### src/hw/rtl/ohd_pkg.sv
// Shared types, constants and helpers of the obstacle mask dilation block.
// Depends on nothing; every other file of the block imports it.
`default_nettype none
package ohd_pkg;

   localparam int MAX_WIDTH   = 1024;
   localparam int MAX_HEIGHT  = 1024;
   localparam int MAX_RADIUS  = 31;
   localparam int STORE_DEPTH = MAX_RADIUS * (MAX_WIDTH + 1) + 1;

   localparam int COL_W   = $clog2(MAX_WIDTH);
   localparam int ROW_W   = $clog2(MAX_HEIGHT);
   localparam int RAD_W   = $clog2(MAX_RADIUS + 1);
   localparam int SLOT_W  = $clog2(STORE_DEPTH + 1);
   localparam int AGE_W   = SLOT_W + 1;
   localparam int DIST_W  = 7;
   localparam int CSR_DATA_W  = 11;
   localparam int CSR_INDEX_W = 3;
   localparam int QDEPTH  = 4;
   localparam int OQ_DEPTH = 2;

   localparam logic [DIST_W-1:0] SAT_DIST = 7'd127;

   localparam int HUE_SCALE     = 43;
   localparam int HUE_OFF_GREEN = 85;
   localparam int HUE_OFF_BLUE  = 171;
   localparam int SAT_SCALE     = 255;

   typedef enum logic [CSR_INDEX_W-1:0] {
      CSR_IMAGE_WIDTH  = 3'd0,
      CSR_IMAGE_HEIGHT = 3'd1,
      CSR_HUE_LIMIT    = 3'd2,
      CSR_SAT_LIMIT    = 3'd3,
      CSR_RADIUS       = 3'd4
   } ohd_csr_type;

   typedef struct packed {
      logic       drain;
      logic [7:0] blue;
      logic [7:0] green;
      logic [7:0] red;
      logic       mark;
   } ohd_item_type;

   typedef struct packed {
      logic [COL_W:0]      width;
      logic [ROW_W:0]      height;
      logic [RAD_W-1:0]    radius;
      logic [SLOT_W-1:0]   delay;
   } ohd_cfg_type;

   typedef struct packed {
      logic [7:0] blue;
      logic [7:0] green;
      logic [7:0] red;
      logic       end_of_frame;
   } ohd_out_type;

   typedef enum logic [9:0] {
      ST_CLEAR = 10'b0000000001,
      ST_IDLE  = 10'b0000000010,
      ST_WRITE = 10'b0000000100,
      ST_COLRD = 10'b0000001000,
      ST_COLWR = 10'b0000010000,
      ST_AGE   = 10'b0000100000,
      ST_SLOT  = 10'b0001000000,
      ST_MARK  = 10'b0010000000,
      ST_POP   = 10'b0100000000,
      ST_OUT   = 10'b1000000000
   } ohd_state_type;

   function automatic logic [DIST_W-1:0] sat_inc(input logic [DIST_W-1:0] d);
      sat_inc = (d >= SAT_DIST) ? SAT_DIST : d + 7'd1;
   endfunction

endpackage
`default_nettype wire

### src/hw/rtl/ohd_front.sv
// Front end: takes input words, runs the hue and saturation test and
// queues classified words for the back end. Depends on ohd_pkg.
`default_nettype none
module ohd_front
   import ohd_pkg::*;
(
   input  wire logic         clock,
   input  wire logic         reset,
   input  wire logic         push,
   output logic              full,
   input  wire logic         opcode,
   input  wire logic [7:0]   blue,
   input  wire logic [7:0]   green,
   input  wire logic [7:0]   red,
   input  wire logic [7:0]   hue_limit,
   input  wire logic [7:0]   sat_limit,
   input  wire logic         clear_busy,
   output logic              item_valid,
   output ohd_item_type      item,
   input  wire logic         item_take
);

   localparam int QP_W = $clog2(QDEPTH);
   localparam int QC_W = $clog2(QDEPTH + 1) + 1;

   logic                    sa_valid_ff, sa_valid_in;
   ohd_item_type            sa_item_ff, sa_item_in;
   logic                    sa_ok_ff, sa_ok_in;
   logic signed [8:0]       sa_n_ff, sa_n_in;
   logic signed [9:0]       sa_kk_ff, sa_kk_in;
   logic                    sa_strict_ff, sa_strict_in;
   logic [7:0]              sa_d_ff, sa_d_in;
   logic [7:0]              sa_mx_ff, sa_mx_in;

   ohd_item_type            q_mem [QDEPTH];
   logic [QP_W-1:0]         q_wr_ff, q_wr_in, q_rd_ff, q_rd_in;
   logic [QC_W-1:0]         q_cnt_ff, q_cnt_in;

   logic                    accept;
   logic [7:0]              mx, mn;
   logic signed [9:0]       k;
   logic signed [18:0]      n_ext, kk_ext, d_ext, hue_lhs, hue_rhs;
   logic [15:0]             sat_lhs, sat_rhs;
   logic                    hue_ok, mark;
   ohd_item_type            q_wd;

   // hold off while the back end clears its column store
   assign full   = clear_busy || ((q_cnt_ff + QC_W'(sa_valid_ff)) >= QC_W'(QDEPTH));
   assign accept = push && !full;

   always_comb begin
      mx = (red > green) ? ((red > blue) ? red : blue) : ((green > blue) ? green : blue);
      mn = (red < green) ? ((red < blue) ? red : blue) : ((green < blue) ? green : blue);
      sa_d_in  = mx - mn;
      sa_mx_in = mx;
      sa_ok_in = (blue != 8'd0) && (green != 8'd0) && (red != 8'd0) && (mx != mn);
      if (mx == red) begin
         sa_n_in = $signed({1'b0, green}) - $signed({1'b0, blue});
         k       = $signed({2'b00, hue_limit});
      end else if (mx == green) begin
         sa_n_in = $signed({1'b0, blue}) - $signed({1'b0, red});
         k       = $signed({2'b00, hue_limit}) - 10'sd85;
      end else begin
         sa_n_in = $signed({1'b0, red}) - $signed({1'b0, green});
         k       = $signed({2'b00, hue_limit}) - 10'sd171;
      end
      // trunc(q) < k  is  q < k for k > 0, and q <= k-1 otherwise
      sa_strict_in = (k > 10'sd0);
      sa_kk_in     = sa_strict_in ? k : k - 10'sd1;
      sa_item_in.drain = opcode;
      sa_item_in.blue  = blue;
      sa_item_in.green = green;
      sa_item_in.red   = red;
      sa_item_in.mark  = 1'b0;
      sa_valid_in      = accept;
   end

   always_comb begin
      n_ext   = 19'(sa_n_ff);
      kk_ext  = 19'(sa_kk_ff);
      d_ext   = $signed({11'b0, sa_d_ff});
      hue_lhs = n_ext * 19'(HUE_SCALE);
      hue_rhs = kk_ext * d_ext;
      hue_ok  = sa_strict_ff ? (hue_lhs < hue_rhs) : (hue_lhs <= hue_rhs);
      sat_lhs = 16'(SAT_SCALE) * {8'b0, sa_d_ff};
      sat_rhs = {8'b0, sat_limit} * {8'b0, sa_mx_ff};
      mark    = sa_ok_ff && hue_ok && (sat_lhs > sat_rhs) && !sa_item_ff.drain;
      q_wd      = sa_item_ff;
      q_wd.mark = mark;
   end

   always_comb begin
      q_wr_in  = sa_valid_ff ? q_wr_ff + QP_W'(1) : q_wr_ff;
      q_rd_in  = item_take ? q_rd_ff + QP_W'(1) : q_rd_ff;
      q_cnt_in = q_cnt_ff + QC_W'(sa_valid_ff) - QC_W'(item_take);
   end

   assign item_valid = (q_cnt_ff != '0);
   assign item       = q_mem[q_rd_ff];

   always_ff @(posedge clock) begin
      if (reset) begin
         sa_valid_ff <= 1'b0;
         q_wr_ff     <= '0;
         q_rd_ff     <= '0;
         q_cnt_ff    <= '0;
      end else begin
         sa_valid_ff <= sa_valid_in;
         q_wr_ff     <= q_wr_in;
         q_rd_ff     <= q_rd_in;
         q_cnt_ff    <= q_cnt_in;
      end
   end

   always_ff @(posedge clock) begin
      sa_item_ff   <= sa_item_in;
      sa_ok_ff     <= sa_ok_in;
      sa_n_ff      <= sa_n_in;
      sa_kk_ff     <= sa_kk_in;
      sa_strict_ff <= sa_strict_in;
      sa_d_ff      <= sa_d_in;
      sa_mx_ff     <= sa_mx_in;
      if (sa_valid_ff) begin
         q_mem[q_wr_ff] <= q_wd;
      end
   end

endmodule
`default_nettype wire

### config.mk
export PLATFORM = sky130hd
export DESIGN_NAME = ohd_front
export DESIGN_NICKNAME = d
export VERILOG_FILES = /design/src/hw/rtl/ohd_pkg.sv /design/src/hw/rtl/ohd_front.sv
export SDC_FILE = /design/constraint.sdc
export NUM_CORES = 1
export LEC_CHECK = 0
export BUFFER_PORTS_ARGS = -buffer_cell sky130_fd_sc_hd__clkbuf_2
export CORE_ASPECT_RATIO = 1.1
export CORE_MARGIN = 3
export CORE_UTILIZATION = 64
export DETAILED_ROUTE_END_ITERATION = 10
export HOLD_SLACK_MARGIN = 0.03
export PLACE_DENSITY = 0.85
export SLEW_MARGIN = 20
export SYNTH_ARGS = -nofsm -noshare
export SYNTH_HDL_FRONTEND = slang
export SYNTH_SLANG_ARGS = --single-unit
### constraint.sdc
create_clock -name clock -period 9.07 [get_ports clock]
set_input_delay 1.3605 -clock clock [delete_from_list [all_inputs] [get_ports clock]]
set_output_delay 1.3605 -clock clock [all_outputs]
set_load 0.05 [all_outputs]
# After elaboration in Yosys (flattened, before gate mapping)
# Memory sizes are Yosys's and may differ from the RTL's. A register that Yosys moved wholly into a read port is not among the register bits.
# Index checks and enable logic that the tools add are counted.
[op_classes]
n_addsub = 11
multipliers = 4
div = 0
n_lt_le_gt_ge = 11
eq_ne = 3
n_shift = 0
n_mux = 16
bitwise_logic = 0
reduce_logical = 14
[ops]
columns = ["op", "count"]
rows = [
  ["8-bit 2-to-1 mux", 6],
  ["10-bit 2-to-1 mux", 3],
  ["8-bit by 8-bit subtractor with 9-bit output", 3],
  ["8-bit > comparator", 3],
  ["8-bit < comparator", 3],
  ["8-bit nonzero test", 3],
  ["16-bit by 19-bit <= comparator with 1-bit output", 1],
  ["16-bit by 19-bit < comparator with 1-bit output", 1],
  ["10-bit by 9-bit multiplier with 19-bit output", 1],
  ["9-bit 2-to-1 mux", 2],
  ["8-bit == test", 2],
  ["16-bit > comparator", 1],
  ["8-bit by 8-bit multiplier with 16-bit output", 1],
  ["8-bit by 8-bit multiplier with 16-bit output, first input constant", 1],
  ["9-bit by 7-bit multiplier with 16-bit output, second input constant", 1],
  ["10-bit by 1-bit > comparator with 1-bit output, second input constant", 1],
  ["10-bit by 2-bit subtractor with 10-bit output, second input constant", 1],
  ["8-bit by 7-bit subtractor with 9-bit output, second input constant", 1],
  ["8-bit by 8-bit subtractor with 9-bit output, second input constant", 1],
  ["8-bit inequality test", 1],
  ["8-bit subtractor", 1],
  ["1-bit logical AND", 7],
  ["2-bit by 1-bit adder with 2-bit output, second input constant", 2],
  ["4-bit by 1-bit adder with 4-bit output", 1],
  ["other kinds (7)", 11],
]
[word_totals]
ff_bits = 71
latch_bits = 0
ramBits = 104
romBits = 0
in_bits = 46
out_inout_bits = 28
wordCells = 74
mem_count = 1
[memory_table]
columns = ["name", "depth", "word_bits", "read_ports", "rd_ports_with_merged_regs", "write_ports", "line", "rtl"]
rows = [
  ["q_mem", 4, 26, 1, 1, 1, "ohd_front.sv:35", "ohd_item_type q_mem [QDEPTH];"],
]

# Longest topological paths before layout
# Gate-level depths: netlist of run 1.
[depth]
word_depth = 8
mapped_depth = 28
mapped_depth_nobuf = 28

# Worst setup path after synthesis of run 1
# No wires, ideal clock.
[synth_timing]
kind = "input to register"
startpoint = "in sat_limit[1]"
endpoint = "mem q_mem[0][0] (netlist name) (data pin)"
setup_ps = 264
arrival_time_ps = 6199
required_time_ps = 8806
slack_ps = 2607
cell_stages = 25
n_path_buf = 0
cell_sequence = "and2_1 > fa_1 > fa_1 > inv_1 > fa_1 > fa_1 > inv_1 > ha_1 > a21oi_1 > o21bai_1 > a21oi_1 > o21bai_1 > a21oi_1 > nor2b_1 > o21ai_0 > nor2b_1 > xor2_1 > ha_1 > a21o_1 > a21o_1 > a21oi_1 > o21ai_0 > a21oi_1 > nor4b_1 > o21a_1"
[synth_between]
elab_chain_cells = 4
[synth_lines]
columns = ["element", "line", "rtl"]
rows = [
  ["start, declared", "ohd_front.sv:16", "input wire logic [7:0] sat_limit,"],
  ["8-bit by 8-bit multiplier with 16-bit output", "ohd_front.sv:86", "sat_rhs = {8'b0, sat_limit} * {8'b0, sa_mx_ff};"],
  ["16-bit > comparator", "ohd_front.sv:87", "mark = sa_ok_ff && hue_ok && (sat_lhs > sat_rhs) && !sa_item_ff.drain;"],
  ["1-bit logical AND (2 in a row)", "ohd_front.sv:87", ""],
  ["named net mark", "ohd_front.sv:44", "logic hue_ok, mark;"],
  ["end, declared", "ohd_front.sv:35", ""],
]
# The timed path passes the listed nets, and every way through them passes these cells.

# Worst setup path in the final report of run 1
[layout_timing]
startpoint = "in green[4]"
endpoint = "reg sa_kk_ff[7]"
[layout_between]
elab_chain_cells = 8
word_cells_on_any_way = 11
classes_between = "add/sub: 1; order compare: 3; eq/ne: 2; mux: 5"
[layout_lines]
columns = ["element", "line", "rtl"]
rows = [
  ["start, declared", "ohd_front.sv:13", "input wire logic [7:0] green,"],
  ["8-bit > comparator", "ohd_front.sv:52", "mx = (red > green) ? ((red > blue) ? red : blue) : ((green > blue) ? green : blue);"],
  ["8-bit 2-to-1 mux (2 in a row)", "ohd_front.sv:52", ""],
  ["8-bit == test", "ohd_front.sv:60", "end else if (mx == green) begin"],
  ["10-bit 2-to-1 mux", "ohd_front.sv:60", ""],
  ["10-bit 2-to-1 mux (*)", "ohd_front.sv:57", "if (mx == red) begin"],
  ["10-bit by 2-bit subtractor with 10-bit output / 10-bit by 1-bit > comparator with 1-bit output (equally long branches)", "ohd_front.sv:69, ohd_front.sv:68", ""],
  ["10-bit 2-to-1 mux (*)", "ohd_front.sv:69", "sa_kk_in = sa_strict_in ? k : k - 10'sd1;"],
  ["named net sa_kk_in[7]", "ohd_front.sv:30", "logic signed [9:0] sa_kk_ff, sa_kk_in;"],
  ["end signal, assigned", "ohd_front.sv:119", "sa_kk_ff <= sa_kk_in;"],
  ["end, declared", "ohd_front.sv:30", ""],
]
# The timed path passes the listed nets; every way through them passes the cells marked *.
# A chain may end at the register's enable or synchronous reset.

==> flow_metrics.env, run 1 <==
export IMPL_run_status="complete, no violations"
export IMPL_min_from="q_wd[13]"
export IMPL_worstSetupPathType="in2reg"
export IMPL_clock_latency_ps=450
export IMPL_timing_final_hold_violations=0
export IMPL_input_output_buffers=73
export IMPL_cts_path_max_buffers=2
export IMPL_cts_htree_levels=4
export IMPL_post_cts_resize_count=0
export IMPL_antenna_found_initial=0
export IMPL_worst_slew_pin_transition_ps=992.1
export IMPL_synth_ff_latch_count=177
export IMPL_diodes=0
export IMPL_rows=61
export IMPL_synth_main_ff_cell="sky130_fd_sc_hd__edfxtp_1"
export IMPL_gpl_final_weighted_congestion=0.9815
export IMPL_layout_min_cycle_time_ps=7239
export IMPL_register_to_register_setup_slack_ps=1890
export IMPL_dr_pass1_iterations=6
export IMPL_postSynthAreaPerCell_um2=10.15
export IMPL_routed_wirelength_mm=40.27
export IMPL_grt_setup_unrepaired="false"
export IMPL_worst_r2r_path_depth=25
export IMPL_holdPathStages=0
export IMPL_num_io_pins=74
export IMPL_critical_path_max_stage_delay_ps=550
export IMPL_slew_headroom_pct=33.86
export IMPL_cts_tree="done"
export IMPL_grt_pass1_vias=13031
export IMPL_period_share_pct=79.81
export IMPL_syn_to_final_growth_pct=8.233
export IMPL_antenna_left=0
export IMPL_end_kind="flop"
export IMPL_dp_hpwl_mm=30.86
export IMPL_grt_max_degree=34
export IMPL_worst_setup_path_start_kind="input pin"
export IMPL_coreArea_mm2=0.02557
export IMPL_grt_overflow_total=0
export IMPL_cp_max_fo=21
export IMPL_whs_endpoint="q_mem[0][13]"
export IMPL_cts_root_buf="sky130_fd_sc_hd__clkbuf_16"
export IMPL_post_cts_repair_setup_buffers=0
export IMPL_cts_inserted_buffers=17
export IMPL_max_cap_violations=0
export IMPL_cts_sinks=177
export IMPL_worstReg2RegEnd="q_mem[1][0]"
export IMPL_vias=12477
export IMPL_worst_ep_required_time_ps=9410
export IMPL_synth_net_count=2069
export IMPL_avgRoutedWirePerCell_um=19.32
export IMPL_crit_chain="clkbuf_2 > inv_1 > ha_1 > o211ai_1 > nand4bb_1 > nand3_1 > nand2b_1 > a2111oi_0 > o32a_1 > nand4_1 > buf_4 > inv_1 > ha_1 > a21o_1 > a211oi_1 > o21ai_0 > a21oi_1 > xor2_1 > nor3b_1 > or2_2 > mux2i_1 > or4_1 > o311ai_1"
export IMPL_dieArea_mm2=0.02820
export IMPL_detail_route_drc_violations=0
export IMPL_postSynthCellCount=1653
export IMPL_min_path_type="reg2reg"
export IMPL_setup_violations=0
export IMPL_chipWidth_um=160.4
export IMPL_synth_top_cell_by_area="sky130_fd_sc_hd__edfxtp_1"
export IMPL_drv_slew=0
export IMPL_grt_util_all_layers_pct=29.62
export IMPL_synth_cell_types=70
export IMPL_max_freq_mhz=138.1
export IMPL_worst_flop_to_flop_path_startpoint="sa_d_ff[2]"
export IMPL_critPathSlowestCell="sky130_fd_sc_hd__a2111oi_0"
export IMPL_synth_enable_flop_cells=104
export IMPL_initial_utilization_pct=65.62
export IMPL_fillCellCount=1818
export IMPL_synth_area_leaders="sky130_fd_sc_hd__edfxtp_1 19%, sky130_fd_sc_hd__fa_1 17%, sky130_fd_sc_hd__ha_1 17%"
export IMPL_post_cts_hold_buffer_count=0
export IMPL_die_height_um=175.8
export IMPL_seq_area_frac_synth_pct=27.32
export IMPL_netlist_area_leader_share_pct=18.61
export IMPL_yosys_warnings=0
export IMPL_worst_setup_hold_path_clk_slew_ps=100
export IMPL_final_nets=2141
export IMPL_clock_skew_ps=24.61
export IMPL_fin_setup_tns_ps=0
export IMPL_signal_arrival_time_at_the_worst_endpoint_ps=7580
export IMPL_drt_initial_drc_count=930
export IMPL_ys_async_sr_fraction_pct=0
export IMPL_finalCoreUtilization_pct=71.02
export IMPL_post_syn_area_mm2=0.01678
export IMPL_grt_first_pass_wirelength_mm=66.43
export IMPL_layout_drive_gt1_share_pct=8.803
export IMPL_drt_vias_per_instance=5.987
## placed cells by master, fill, tap and decap left out, types with 6 or more instances in the layout
cell type / count
sky130_fd_sc_hd__nand2_1: 117
sky130_fd_sc_hd__and2_1: 74
sky130_fd_sc_hd__o22ai_1: 18
sky130_fd_sc_hd__edfxtp_1: 104
sky130_fd_sc_hd__o21a_1: 10
sky130_fd_sc_hd__nand4_1: 13
sky130_fd_sc_hd__a21oi_1: 69
sky130_fd_sc_hd__a211oi_1: 7
sky130_fd_sc_hd__o21ai_0: 51
sky130_fd_sc_hd__dfxtp_1: 72
sky130_fd_sc_hd__nor2b_1: 16
sky130_fd_sc_hd__inv_1: 314
sky130_fd_sc_hd__mux2i_1: 17
sky130_fd_sc_hd__buf_4: 6
sky130_fd_sc_hd__ha_1: 225
sky130_fd_sc_hd__mux4_2: 26
sky130_fd_sc_hd__xor2_1: 27
sky130_fd_sc_hd__nand2b_1: 13
sky130_fd_sc_hd__clkbuf_2: 73
sky130_fd_sc_hd__nor3_1: 16
sky130_fd_sc_hd__a21o_1: 27
sky130_fd_sc_hd__a31oi_1: 10
sky130_fd_sc_hd__o22a_1: 6
sky130_fd_sc_hd__clkbuf_16: 17
sky130_fd_sc_hd__xnor2_1: 70
sky130_fd_sc_hd__nor4_1: 9
sky130_fd_sc_hd__fa_1: 145
sky130_fd_sc_hd__nor2_1: 54
sky130_fd_sc_hd__o21bai_1: 16
sky130_fd_sc_hd__nand3_1: 12
sky130_fd_sc_hd__clkinv_8: 6
## sequential cells by signal, indices dropped and copies added, names as in the netlist, 4 cells and up, named ones only
register / flops
q_cnt_ff: 4
q_mem: 104
q_wd: 25
sa_d_ff: 8
sa_kk_ff: 10
sa_mx_ff: 8
sa_n_ff: 9
## stage by stage
stage	std cells	hold WS [ps]	setup slack (ps)	area [um2]
floorplan	1653	438.3	2607	16780
global placement	2052	446.6	1617	17510
detailed placement	2052	464.0	1565	17510
CTS	2084	483.1	1960	18160
global route	2084	496.8	1272	18160
finish	2084	480.4	1831	18160
## Yosys cell counts, types with 6 or more instances
| cell | number |
|---|---|
| sky130_fd_sc_hd__inv_1 | 314 |
| sky130_fd_sc_hd__ha_1 | 225 |
| sky130_fd_sc_hd__fa_1 | 145 |
| sky130_fd_sc_hd__nand2_1 | 117 |
| sky130_fd_sc_hd__edfxtp_1 | 104 |
| sky130_fd_sc_hd__and2_1 | 74 |
| sky130_fd_sc_hd__dfxtp_1 | 73 |
| sky130_fd_sc_hd__xnor2_1 | 70 |
| sky130_fd_sc_hd__a21oi_1 | 69 |
| sky130_fd_sc_hd__nor2_1 | 54 |
| sky130_fd_sc_hd__o21ai_0 | 51 |
| sky130_fd_sc_hd__a21o_1 | 27 |
| sky130_fd_sc_hd__xor2_1 | 27 |
| sky130_fd_sc_hd__mux4_2 | 26 |
| sky130_fd_sc_hd__o22ai_1 | 18 |
| sky130_fd_sc_hd__clkbuf_1 | 17 |
| sky130_fd_sc_hd__mux2i_1 | 17 |
| sky130_fd_sc_hd__nor2b_1 | 16 |
| sky130_fd_sc_hd__nor3_1 | 16 |
| sky130_fd_sc_hd__o21bai_1 | 16 |
| sky130_fd_sc_hd__nand2b_1 | 13 |
| sky130_fd_sc_hd__nand4_1 | 13 |
| sky130_fd_sc_hd__nand3_1 | 12 |
| sky130_fd_sc_hd__a31oi_1 | 10 |
| sky130_fd_sc_hd__o21a_1 | 10 |
| sky130_fd_sc_hd__nor4_1 | 9 |
| sky130_fd_sc_hd__a211oi_1 | 7 |
| sky130_fd_sc_hd__o22a_1 | 6 |
## worst max path at each step
stage / to / startpoint / slack (ps) / depth (start not counted)
finish: sa_kk_ff[7] / green[4] / 1830 / 23
global route: sa_kk_ff[7] / green[3] / 1270 / 24
CTS: q_mem[2][0] / sa_d_ff[0] / 1960 / 25
detailed placement: sa_kk_ff[7] / green[3] / 1560 / 24
global placement: sa_kk_ff[7] / green[3] / 1620 / 24
floorplan: q_mem[0][0] / sat_limit[1] / 2610 / 25
## logic make-up after synthesis
logic type | after synthesis | synth area share (%)
compound gates | 267 | 10.45
xor+xnor | 97 | 5.064
fa+ha+maj | 370 | 34.08
buf+inv | 342 | 7.719
flops | 177 | 27.32
mux | 47 | 4.773
simple gates | 353 | 10.59
## final cells by class
class	instances	area, um2	share of cell area, %
multi-input combinational	1134	10900	60.02
sequential	177	4586	25.25
inverter	316	1186	6.532
tap	346	432.9	2.384
clock buffer	17	425.4	2.343
timing repair buffer	79	410.4	2.260
clock inverter	15	220.2	1.213
## routing by layer
layer	vias up	part of all wire [%]	global-route usage, %
met5	-	0	0
met4	0	3.9	10.78
met3	122	5.2	4.245
met2	440	50	52.00
met1	6202	41	37.51
li1	5713	-	-
## critical path, delay by kind of cell
family | cells | cell delay [ps]
muxes | 1 | 110
and+or+nand+nor | 7 | 2300
xor gates and xnor gates | 1 | 280
AOI/OAI and AO/OA | 8 | 2040
adders and majority gates | 2 | 670
buffers and inverters | 4 | 790
Power of run 1 is left out: the tool's default activity adds up to more than one toggle a clock period on the data nets, which glitch-free logic cannot reach.
==> run 2, diff against run 1 <==
- clock period: 9.07 -> 7 ns (I/O delays scaled with it)
==> run 2 against run 1 <==
  * Sequential share of layout area is 0.29 points lower
  * Core utilization is 0.86 points higher
  * First-iteration DRC count is 1.5% lower
  * Die area stayed put
  * Final cell count is 1.4% higher
  * Via count is 0.10% lower
  * Critical path depth is 2 higher
  * Clock skew is 15 ps lower
  * Worst setup slack worse by 1500 ps
  * Critical endpoint is now q_mem[2][0]
  * Critical path type is now reg2reg
  * Largest cell class unchanged
  * Non-clock buffer count is 30 higher
  * Wire length is 2.4% lower
==> flow_metrics.env, run 2 (synthesis gave the netlist of run 1 again) <==
export IMPL_run_status="complete, no violations"
export IMPL_worst_flop_to_flop_path_startpoint="sa_kk_ff[3]"
export IMPL_min_path_type="reg2reg"
export IMPL_fillCellCount=1795
export IMPL_worst_slew_pin_transition_ps=812.0
export IMPL_num_io_pins=74
export IMPL_worstReg2RegEnd="q_mem[2][0]"
export IMPL_drv_slew=0
export IMPL_clock_skew_ps=9.112
export IMPL_coreArea_mm2=0.02557
export IMPL_post_cts_hold_buffer_count=0
export IMPL_cts_inserted_buffers=17
export IMPL_chipWidth_um=160.4
export IMPL_die_height_um=175.8
export IMPL_cts_htree_levels=4
export IMPL_layout_drive_gt1_share_pct=10.41
export IMPL_drt_vias_per_instance=5.896
export IMPL_grt_setup_unrepaired="false"
export IMPL_critical_path_max_stage_delay_ps=540
export IMPL_input_output_buffers=73
export IMPL_cts_tree="done"
export IMPL_end_kind="flop"
export IMPL_gpl_final_weighted_congestion=0.9572
export IMPL_vias=12464
export IMPL_area_occupied_by_multi_input_gates_mm2=0.01090
export IMPL_cp_max_fo=8
export IMPL_largest_register_ffs=104
export IMPL_signal_arrival_time_at_the_worst_endpoint_ps=6890
export IMPL_grt_max_degree=34
export IMPL_registers_top_by_ff_count="q_mem"
export IMPL_register_to_register_setup_slack_ps=290
export IMPL_cts_root_buf="sky130_fd_sc_hd__clkbuf_16"
export IMPL_fin_setup_tns_ps=0
export IMPL_worst_r2r_path_depth=25
export IMPL_diodes=0
export IMPL_min_from="q_wd[3]"
export IMPL_antenna_left=0
export IMPL_timing_critical_path_mode_cell="sky130_fd_sc_hd__fa_1"
export IMPL_timing_final_hold_violations=0
export IMPL_grt_util_all_layers_pct=28.96
export IMPL_grt_overflow_total=0
export IMPL_avgRoutedWirePerCell_um=18.59
export IMPL_critPathSlowestCell="sky130_fd_sc_hd__fa_1"
export IMPL_slew_headroom_pct=45.63
export IMPL_dp_hpwl_mm=30.67
export IMPL_rows=61
export IMPL_cts_sinks=177
export IMPL_dieArea_mm2=0.02820
export IMPL_detail_route_drc_violations=0
export IMPL_grt_pass1_vias=13328
export IMPL_max_cap_violations=0
export IMPL_layout_cells_most_common_list="314 x sky130_fd_sc_hd__inv_1, 225 x sky130_fd_sc_hd__ha_1, 145 x sky130_fd_sc_hd__fa_1"
export IMPL_max_freq_mhz=149.1
export IMPL_routed_wirelength_mm=39.31
export IMPL_whs_endpoint="q_mem[1][3]"
export IMPL_period_share_pct=95.84
export IMPL_holdPathStages=0
export IMPL_grt_first_pass_wirelength_mm=65.48
export IMPL_seq_area_mm2=0.004588
export IMPL_syn_to_final_growth_pct=9.538
export IMPL_worstSetupPathType="reg2reg"
export IMPL_post_cts_resize_count=0
export IMPL_setup_violations=0
export IMPL_antenna_found_initial=1
export IMPL_post_cts_repair_setup_buffers=0
export IMPL_worst_setup_hold_path_clk_slew_ps=80
export IMPL_cts_path_max_buffers=2
export IMPL_worst_setup_path_start_kind="flop"
export IMPL_most_common_cell_after_layout_fill_and_taps_aside="sky130_fd_sc_hd__inv_1"
export IMPL_final_nets=2171
export IMPL_clock_latency_ps=440
export IMPL_layout_min_cycle_time_ps=6709
export IMPL_worst_ep_required_time_ps=7180
export IMPL_initial_utilization_pct=65.62
export IMPL_drt_initial_drc_count=916
export IMPL_dr_pass1_iterations=5
-- run 2: cell type report --
cell class                      count  area share (%)
Clock buffer                       17           2.315
Clock inverter                     15           1.117
Inverter                          316           6.454
Multi-Input combinational cell   1134           59.33
Sequential cell                   177           24.97
Tap cell                          346           2.356
Timing Repair Buffer              109           3.459
-- run 2: through the flow --
stage	std cells	hold slack (ps)	instance area (um2)	utilization, %	worst slack [ps]
final	2114	480.5	18380	71.88	291.2
after global routing	2114	490.6	18380	71.88	29.20
after CTS	2114	467.8	18370	71.84	107.3
after detailed placement	2082	459.0	17740	69.38	154.9
after global placement	2082	446.6	17740	69.38	290.5
after floorplan	1653	438.3	16780	-	660.3
-- run 2: critical path: cells and delay by family (launching register included) --
kind                       cells  cell delay (ps)
xor gates and xnor gates       1              130
AOI/OAI and AO/OA             13             2930
muxes                          1              110
buffers and inverters          3              170
and+or+nand+nor                1              130
adders and majority gates      6             2490
DFF                            1              490
-- run 2: worst max-delay path by stage --
| stage | startpoint | cells past startpoint | end | slack (ps) |
|---|---|---|---|---|
| finish | sa_kk_ff[3] | 25 | q_mem[2][0] | 290 |
| global route | sa_kk_ff[2] | 26 | q_mem[2][0] | 30 |
| CTS | sa_kk_ff[3] | 25 | q_mem[2][0] | 110 |
| detailed placement | sat_limit[1] | 27 | q_mem[2][0] | 150 |
| global placement | sat_limit[1] | 27 | q_mem[0][0] | 290 |
| floorplan | sa_d_ff[1] | 26 | q_mem[0][0] | 660 |
-- run 2: routing by layer --
layer  vias up  wire (um)  track usage, %
li1       5778          -               -
met1      6092      15370           35.64
met2       481      19820           51.01
met3       111       2654           5.000
met4         2       1444           11.36
met5         -         14               0
Power of run 2 is left out for the same reason.
